[config.mk]
export PLATFORM = sky130hd
export DESIGN_NAME = st_front
export DESIGN_NICKNAME = d
export VERILOG_FILES = /design/src/hdl/st_pkg.sv /design/src/hdl/st_front.sv
export SDC_FILE = /design/constraint.sdc
export NUM_CORES = 1
export LEC_CHECK = 0
export BUFFER_PORTS_ARGS = -buffer_cell sky130_fd_sc_hd__buf_2
export CAP_MARGIN = 20
export CORE_ASPECT_RATIO = 1.1
export CORE_UTILIZATION = 30
export DETAILED_ROUTE_END_ITERATION = 8
export HOLD_SLACK_MARGIN = 0.15
export SLEW_MARGIN = 40
export SYNTH_ARGS = -nofsm -noshare
export SYNTH_HDL_FRONTEND = slang
export SYNTH_SLANG_ARGS = --single-unit
export TNS_END_PERCENT = 1
[constraint.sdc]
create_clock -name i_clk -period 27.5 [get_ports i_clk]
set_clock_uncertainty 0.2 [all_clocks]
set_input_delay 2.75 -clock i_clk [delete_from_list [all_inputs] [get_ports i_clk]]
set_output_delay 2.75 -clock i_clk [all_outputs]
set_load 0.1 [all_outputs]
[src/hdl/st_pkg.sv]
`timescale 1ns / 1ps
// ----------------------------------------------------------------------------
// st_pkg
// Shared types, codes and constant tables for the shape tessellator.
// ----------------------------------------------------------------------------
package st_pkg;

    localparam int MAX_SEGMENTS = 32;
    localparam int SEG_W        = 6;
    localparam int CORDIC_STEPS = 28;
    localparam int STEP_W       = 5;
    localparam int DIV_STEPS    = 32;
    localparam int DIV_CNT_W    = 5;
    localparam int QUEUE_DEPTH  = 2;
    localparam int QPTR_W       = $clog2(QUEUE_DEPTH);
    localparam int QCNT_W       = $clog2(QUEUE_DEPTH + 1);

    localparam logic signed [32:0] CORDIC_GAIN = 33'sd652032874;

    localparam logic [2:0] ACT_RECT    = 3'd0;
    localparam logic [2:0] ACT_CIRCLE  = 3'd1;
    localparam logic [2:0] ACT_ELLIPSE = 3'd2;
    localparam logic [2:0] ACT_TRI     = 3'd3;
    localparam logic [2:0] ACT_LINE    = 3'd4;
    localparam logic [2:0] ACT_FRAME   = 3'd5;

    typedef struct packed {
        logic        [2:0]  action;
        logic signed [31:0] ax;
        logic signed [31:0] ay;
        logic signed [31:0] az;
        logic signed [31:0] bx;
        logic signed [31:0] by;
        logic signed [31:0] bz;
        logic signed [31:0] cx;
        logic signed [31:0] cy;
        logic signed [31:0] cz;
        logic        [31:0] shape_color;
        logic        [5:0]  segments;
    } t_in_word;

    typedef struct packed {
        logic signed [31:0] vx;
        logic signed [31:0] vy;
        logic signed [31:0] vz;
        logic        [31:0] vertex_color;
        logic               has_triangle;
        logic        [31:0] tri_a;
        logic        [31:0] tri_b;
        logic        [31:0] tri_c;
        logic               last;
    } t_out_word;

    typedef enum logic [2:0] {
        K_RECT, K_CIRCLE, K_ELLIPSE, K_TRI, K_LINE, K_FRAME, K_NONE
    } t_kind;

    typedef struct packed {
        t_kind    kind;
        t_in_word word;
    } t_cmd;

    typedef struct packed {
        logic        start;
        logic [63:0] dividend;
        logic [32:0] divisor;
    } t_div_req;

    typedef struct packed {
        logic        busy;
        logic        done;
        logic [31:0] quot;
        logic [32:0] rem;
    } t_div_rsp;

    typedef enum logic [3:0] {
        S_IDLE, S_EMIT, S_PDIV, S_CORD, S_MULC, S_MULS, S_RIM,
        S_LPREP, S_NORM, S_SQM, S_SQRT, S_LMUL, S_LDIV
    } t_bstate;

    // arctangent of 2^-k in turns, scaled by 2^32
    function automatic logic [29:0] atan_turn(input logic [STEP_W-1:0] k);
        logic [29:0] v;
        case (k)
            5'd0:  v = 30'h20000000;
            5'd1:  v = 30'h12E4051E;
            5'd2:  v = 30'h09FB385B;
            5'd3:  v = 30'h051111D4;
            5'd4:  v = 30'h028B0D43;
            5'd5:  v = 30'h0145D7E1;
            5'd6:  v = 30'h00A2F61E;
            5'd7:  v = 30'h00517C55;
            5'd8:  v = 30'h0028BE53;
            5'd9:  v = 30'h00145F2F;
            5'd10: v = 30'h000A2F98;
            5'd11: v = 30'h000517CC;
            5'd12: v = 30'h00028BE6;
            5'd13: v = 30'h000145F3;
            5'd14: v = 30'h0000A2FA;
            5'd15: v = 30'h0000517D;
            5'd16: v = 30'h000028BE;
            5'd17: v = 30'h0000145F;
            5'd18: v = 30'h00000A30;
            5'd19: v = 30'h00000518;
            5'd20: v = 30'h0000028C;
            5'd21: v = 30'h00000146;
            5'd22: v = 30'h000000A3;
            5'd23: v = 30'h00000051;
            5'd24: v = 30'h00000029;
            5'd25: v = 30'h00000014;
            5'd26: v = 30'h0000000A;
            5'd27: v = 30'h00000005;
            default: v = '0;
        endcase
        return v;
    endfunction

    // clamp a 36-bit sum to the int32 range
    function automatic logic signed [31:0] sat32(input logic signed [35:0] v);
        logic signed [31:0] r;
        if (v[35:31] != {5{v[35]}}) begin
            r = v[35] ? {1'b1, 31'b0} : {1'b0, {31{1'b1}}};
        end else begin
            r = v[31:0];
        end
        return r;
    endfunction

endpackage

[src/hdl/st_front.sv]
`timescale 1ns / 1ps
// ----------------------------------------------------------------------------
// st_front
// Accepts input words, classifies the action and queues them for the back end.
// ----------------------------------------------------------------------------
module st_front (
    input  logic             i_clk,
    input  logic             i_rst_n,
    input  logic             i_in_valid,
    output logic             o_in_ready,
    input  st_pkg::t_in_word i_in_word,
    output logic             o_cmd_valid,
    output st_pkg::t_cmd     o_cmd,
    input  logic             i_cmd_pop
);

    st_pkg::t_cmd                r_q [st_pkg::QUEUE_DEPTH];
    logic [st_pkg::QPTR_W-1:0]   r_wr_ptr;
    logic [st_pkg::QPTR_W-1:0]   r_rd_ptr;
    logic [st_pkg::QCNT_W-1:0]   r_count;
    logic                        push;
    st_pkg::t_kind               kind;

    assign o_in_ready  = (r_count != st_pkg::QCNT_W'(st_pkg::QUEUE_DEPTH));
    assign push        = i_in_valid && o_in_ready;
    assign o_cmd_valid = (r_count != '0);
    assign o_cmd       = r_q[r_rd_ptr];

    always_comb begin
        case (i_in_word.action)
            st_pkg::ACT_RECT:    kind = st_pkg::K_RECT;
            st_pkg::ACT_CIRCLE:  kind = st_pkg::K_CIRCLE;
            st_pkg::ACT_ELLIPSE: kind = st_pkg::K_ELLIPSE;
            st_pkg::ACT_TRI:     kind = st_pkg::K_TRI;
            st_pkg::ACT_LINE:    kind = st_pkg::K_LINE;
            st_pkg::ACT_FRAME:   kind = st_pkg::K_FRAME;
            default:             kind = st_pkg::K_NONE;
        endcase
    end

    always_ff @(posedge i_clk) begin
        if (push) begin
            r_q[r_wr_ptr] <= '{kind: kind, word: i_in_word};
        end
    end

    always_ff @(posedge i_clk) begin
        if (!i_rst_n) begin
            r_wr_ptr <= '0;
            r_rd_ptr <= '0;
            r_count  <= '0;
        end else begin
            if (push) begin
                r_wr_ptr <= r_wr_ptr + 1'b1;
            end
            if (i_cmd_pop) begin
                r_rd_ptr <= r_rd_ptr + 1'b1;
            end
            case ({push, i_cmd_pop})
                2'b10:   r_count <= r_count + 1'b1;
                2'b01:   r_count <= r_count - 1'b1;
                default: r_count <= r_count;
            endcase
        end
    end

`ifndef SYNTHESIS
    a_pop_nonempty: assert property (@(posedge i_clk) disable iff (!i_rst_n)
        i_cmd_pop |-> (r_count != '0))
        else $error("queue popped while empty");
    a_count_bound: assert property (@(posedge i_clk) disable iff (!i_rst_n)
        r_count <= st_pkg::QCNT_W'(st_pkg::QUEUE_DEPTH))
        else $error("queue count beyond depth");
`endif

endmodule

# ---- Yosys cells after proc, flatten, opt, wreduce, memory -nomap -nowiden
# Memory sizes are Yosys's and may differ from the RTL's. A register that Yosys moved wholly into a read port is not among the register bits.
# Index checks and enable logic that the tools add are counted.
dict set report totals {
  out_inout_bits 334
  n_memories 1
  word_cells 26
  ram_bits 664
  input_bits 333
  regBits 4
}
# name depth word_bits rd rd_ports_with_merged_regs wr line_no
set memory_table {}
lappend memory_table {r_q 2 332 1 1 1 st_front.sv:17} ;# st_pkg::t_cmd r_q [st_pkg::QUEUE_DEPTH];
dict set report op_classes {
  n_addsub 4
  eq_ne 8
  muxes 6
  n_reduce_logical 4
}
# op count
set ops {}
lappend ops {{$pmux 3 s6} 1}
lappend ops {{$eq 3x2->1 const B} 2}
lappend ops {{$eq 3x3->1 const B} 2}
lappend ops {{$mux 1} 4}
lappend ops {{$pmux 2 s2} 1}
lappend ops {{$reduce_bool 2->1} 2}
lappend ops {{$eq 3x1->1 const B} 1}
lappend ops {{$logic_not 3->1} 1}
lappend ops {{$add 1x1->1 const B} 2}
lappend ops {{$add 2x1->2 const B} 1}
lappend ops {{$eq 2x1->1 const B} 1}
lappend ops {{$eq 2x2->1 const B} 1}
lappend ops {{$ne 2x2->1 const B} 1}
lappend ops {{$sub 2x1->2 const B} 1}
lappend ops {{$logic_and 1x1->1} 1}

# ---- Depth between registers and ports, before layout
dict set report depth {
  word_depth 4
  mapped_depth 6
  mapped_depth_nobuf 6
}

# ---- Worst setup path before layout
# No wires, ideal clock.
dict set report synth_timing {
  kind {input-to-reg}
  startpoint {input port i_in_valid}
  endpoint {memory r_q[1][0] in the netlist's numbering (enable)}
  path_buffers 0
  required_ps 26561
  path_stages 1
  arrival_time_ps 10344
  setup_ps 739
  slack_ps 16218
  cell_sequence {and3_1}
}
dict set report synth_via {
  elab_chain_len 3
}
# element line_no
set synth_lines {}
lappend synth_lines {{start, declared} st_front.sv:9} ;# input logic i_in_valid,
lappend synth_lines {{$logic_and 1x1->1} st_front.sv:25} ;# assign push = i_in_valid && o_in_ready;
lappend synth_lines {{$mux 1} st_front.sv:42} ;# if (push) begin
lappend synth_lines {{$mux 1 (not written as such)} st_front.sv:43} ;# r_q[r_wr_ptr] <= '{kind: kind, word: i_in_word};
lappend synth_lines {{end, declared} st_front.sv:17}
# Every way passes these cells.

==> tab_implementation.tex <==
\begin{tabular}{lr}
\hline
Metric & Value \\
\hline
\multicolumn{2}{l}{\textbf{Logic synthesis}} \\
Number of standard cells after synthesis & 1,059 \\
Post-synthesis simple-gate area fraction & 0.217\% \\
Synth Cell Area & 25,400 um\^{}2 \\
Most used flip-flop cell after synthesis & sky130\_fd\_sc\_hd\_\_edfxtp\_1 \\
Xor-xnor portion of the synthesized cell area & 0.103\% \\
Async set or reset register ratio after synthesis & 0\% \\
Compound-gate portion of the synthesized area & 0.148\% \\
Fraction of the yosys area taken by sequential cells & 78.9\% \\
Proportion of synthesized area in mux cells & 18.9\% \\
Most area-hungry cell type in the Yosys netlist & sky130\_fd\_sc\_hd\_\_edfxtp\_1 \\
Number of distinct standard cells referenced by the synthesized netlist & 23 \\
Leading post-synthesis cells by instance count & 664 x sky130\_fd\_sc\_hd\_\_edfxtp\_1, 280 x sky130\_fd\_sc\_hd\_\_mux2\_4, 52 x sky130\_fd\_sc\_hd\_\_mux2\_2, 20 x sky130\_fd\_sc\_hd\_\_buf\_6, 12 x sky130\_fd\_sc\_hd\_\_buf\_8 \\
Syn Area/Cell & about 24 um\^{}2 \\
Fraction of synthesized cell area taken by the top area cell type & 78.5\% \\
Number of enable flip-flop cells after synthesis & 664 \\
Largest family of logic cells by synthesized area & multiplexers \\
Total of warnings raised by yosys & 0 \\
Syn nets & about 1,400 \\
FF+latch count, synth & approximately 670 \\
Largest cells by area after synthesis & sky130\_fd\_sc\_hd\_\_edfxtp\_1 78\%, sky130\_fd\_sc\_hd\_\_mux2\_4 17\%, sky130\_fd\_sc\_hd\_\_mux2\_2 2.3\%, sky130\_fd\_sc\_hd\_\_buf\_6 0.89\%, sky130\_fd\_sc\_hd\_\_buf\_8 0.71\% \\
Post-synthesis adder-cell area fraction & 0.0493\% \\
Most numerous cell in the Yosys netlist & sky130\_fd\_sc\_hd\_\_edfxtp\_1 \\
\multicolumn{2}{l}{\textbf{Layout}} \\
Area overhead of the layout relative to synthesis & 27.1\% \\
Net total in the final layout & between 2,000 and 2,500 \\
Fraction of layout instances using a drive strength above 1 & around three fifths \\
Final core area utilization & between 30\% and 40\% \\
\multicolumn{2}{l}{\textbf{STA}} \\
Final Hold Violating Endpoints & 0 \\
Count of pins over their slew limit & 0 \\
Endpoints failing setup & 0 \\
Final worst slack & around 20 ns \\
Slew at the pin closest to its max-slew limit & between 0.8 and 0.9 ns \\
Final period util & 25.2\% \\
Setup repair after global routing missed its margin & no \\
Peak clock frequency supported by timing & around 0.14 GHz \\
Worst max-slew margin expressed relative to the limit & 45.1\% \\
Setup Total Neg Slack & 0 ns \\
Final period demand of the worst path & 6.92 ns \\
\multicolumn{2}{l}{\textbf{Worst setup path}} \\
Most frequent cell on the critical path & sky130\_fd\_sc\_hd\_\_buf\_6 \\
Largest delay share family, worst path & buffers and inverters \\
Data arrival time of the worst path & approximately 4 ns \\
Cells along the critical path & buf\_6, buf\_4, buf\_6, mux2\_4, buf\_2 \\
Data required time at the worst endpoint & 24.55 ns \\
Worst setup path class & flop to primary output \\
Startpoint types & flop \\
Critical path capture point type & primary output \\
Worst-path maximum fanout & between 50 and 60 \\
Max incr delay on CP & slightly above 0.7 ns \\
Slowest stage cell, crit path & sky130\_fd\_sc\_hd\_\_dfxtp\_4 \\
Launch instance of the worst register-to-register path & r\_count[0]\$\_SDFFE\_PN0P\_ \\
Register-to-Register Path Depth & 6 \\
Setup slack of the worst register-to-register path & roughly 24 ns \\
Endpoint of the most critical register-to-register path & r\_q[1][220]\$\_DFFE\_PP\_ \\
Number of buffer and inverter instances along the worst setup path & 4 \\
Number of cells on the critical path & 5 \\
\multicolumn{2}{l}{\textbf{CTS}} \\
Num CTS Buffers & 71 \\
CTS clock-pin slew for the worst setup and hold paths & roughly 0.06 ns \\
Cts-stage hold buffer count & 0 \\
Deepest clock path buffer count & 3 \\
Number of sinks driven by the clock tree & 669 \\
Post-CTS sizing & 0 \\
Insertion delay of the later-clocked pin in the worst-skew pair & 0.60 ns \\
Root Driver & sky130\_fd\_sc\_hd\_\_clkbuf\_16 \\
TritonCTS clock tree & done \\
Setup fix buffers added after clock tree synthesis & 0 \\
CTS H-tree depth & 3 \\
\multicolumn{2}{l}{\textbf{Floorplanning}} \\
Core box area & between 80,000 and 90,000 um\^{}2 \\
Die Y & 307 um \\
Die X-Extent & between 200 and 300 um \\
Starting Density & a little under a third \\
Boundary pin count & 667 \\
Total Die Area & between 80,000 and 90,000 um\^{}2 \\
Cell Rows & 111 \\
\multicolumn{2}{l}{\textbf{Placed design}} \\
Placer congestion estimate & a little under 0.8 \\
Placement-stage worst setup slack & approximately 21 ns \\
Port bufs & 666 \\
Sum of net half-perimeters after detailed placement & 40,100 um \\
\multicolumn{2}{l}{\textbf{Route}} \\
Count of antenna-violating nets left after detailed routing & 0 \\
DRC errors left & 0 \\
Number of DRC markers in iteration 0 & approximately 780 \\
Average wire length per cell after detail routing & 19.2 um \\
Drt total wl & 57,000 um \\
Via density per instance & around 4.2 \\
Via count & 12,452 \\
Pre-Repair DR Iteration Count & 4 \\
\multicolumn{2}{l}{\textbf{Min path}} \\
Hold Crit Class & flop to flop \\
Number of stages on the worst hold path & 2 \\
Worst min-delay path endpoint & r\_count[1]\$\_SDFFE\_PN0P\_ \\
Hold path startpoint & r\_count[1]\$\_SDFFE\_PN0P\_ \\
\multicolumn{2}{l}{\textbf{Global route}} \\
Global router's overall resource usage & around an eighth \\
Antenna violations before repair & 20 \\
Pin count of the biggest net entering global routing & approximately 120 \\
Global route total overflow & 0 \\
First-pass GRT wire length & 81,100 um \\
Via count of the first global-routing pass & 13,057 \\
\multicolumn{2}{l}{\textbf{Power}} \\
Worst voltage drop across the vdd grid & about 0.055 mV \\
Total power draw & 3.00 mW \\
Power per standard cell area & 92.8 nW/um\^{}2 \\
Leakage power & 12.4 nW \\
\multicolumn{2}{l}{\textbf{Job}} \\
Max-cap viol count & 0 \\
\multicolumn{2}{l}{\textbf{Status}} \\
Outcome & complete, no violations \\
\hline
\end{tabular}
## sequential cells by signal, indices dropped and copies added, names as in the netlist, named ones only
signal    count
r_count       2
r_rd_ptr      1
r_q         664
r_wr_ptr      1
## worst min-delay path, stage by stage, from the launching register on
cell and delay [ns]:
sky130_fd_sc_hd__dfxtp_1 0.33, sky130_fd_sc_hd__o21ai_0 0.09, sky130_fd_sc_hd__a21boi_1 0.06
## how the worst max path moves through the flow
stage / slack [ns] / from / endpoint
after global routing: 20.34 / flop / o_cmd[198]
after CTS: 20.04 / flop / o_cmd[97]
final: 20.58 / flop / o_cmd[197]
after floorplan: 16.22 / i_in_valid / r_q[1][0]$_DFFE_PP_
after detailed placement: 20.68 / flop / o_cmd[97]
after global placement: 20.80 / flop / o_cmd[186]
## cell usage in the layout (no fill, tap or decap), drive strengths merged, types with 2 or more instances in the layout
cell type,instances
edfxtp,664
clkinv,32
xnor2,2
and2,3
a21boi,3
buf,682
bufinv,5
clkinvlp,4
dfxtp,5
inv,5
clkbuf,80
diode,11
mux2,332
## through the flow
stage	cells	cell area [um^2]	hold WS, ns
floorplan	1059	25400	0.266
global placement	2826	29800	0.277
detailed placement	2831	30000	0.319
CTS	2956	32200	0.329
global route	2966	32300	0.365
finish	2968	32300	0.325
## where the power goes
group          switching [mW]  internal [mW]
registers              0.0239           1.23
clock network           0.384          0.534
logic                   0.657          0.169
## cell type report
type                            instances  area, um^2
Fill cell                            7759       51300
Sequential cell                       669       20000
Multi-Input combinational cell        350        4930
Timing Repair Buffer                  682        3600
Clock buffer                           80        1850
Tap cell                             1130        1410
Clock inverter                         45         405
Antenna cell                           11        27.5
Inverter                                1        16.3
## layer usage
metal / GRT usage, % / part of all wire (%)
met1: 13.7 / 37
met5: 0 / 0.16
met4: 5.35 / 2.8
met3: 4.21 / 7.3
met2: 22.5 / 53
## kinds of logic (layout without fill, tap and decap cells)
group,count (synthesis),after routing
fa+ha+maj,1,1
xor+xnor,3,3
simple gates,9,9
flops,669,669
other cells,0,11
buf+inv,40,808
compound gates,5,5
mux,332,332
Power figures use the tool's default switching activity.
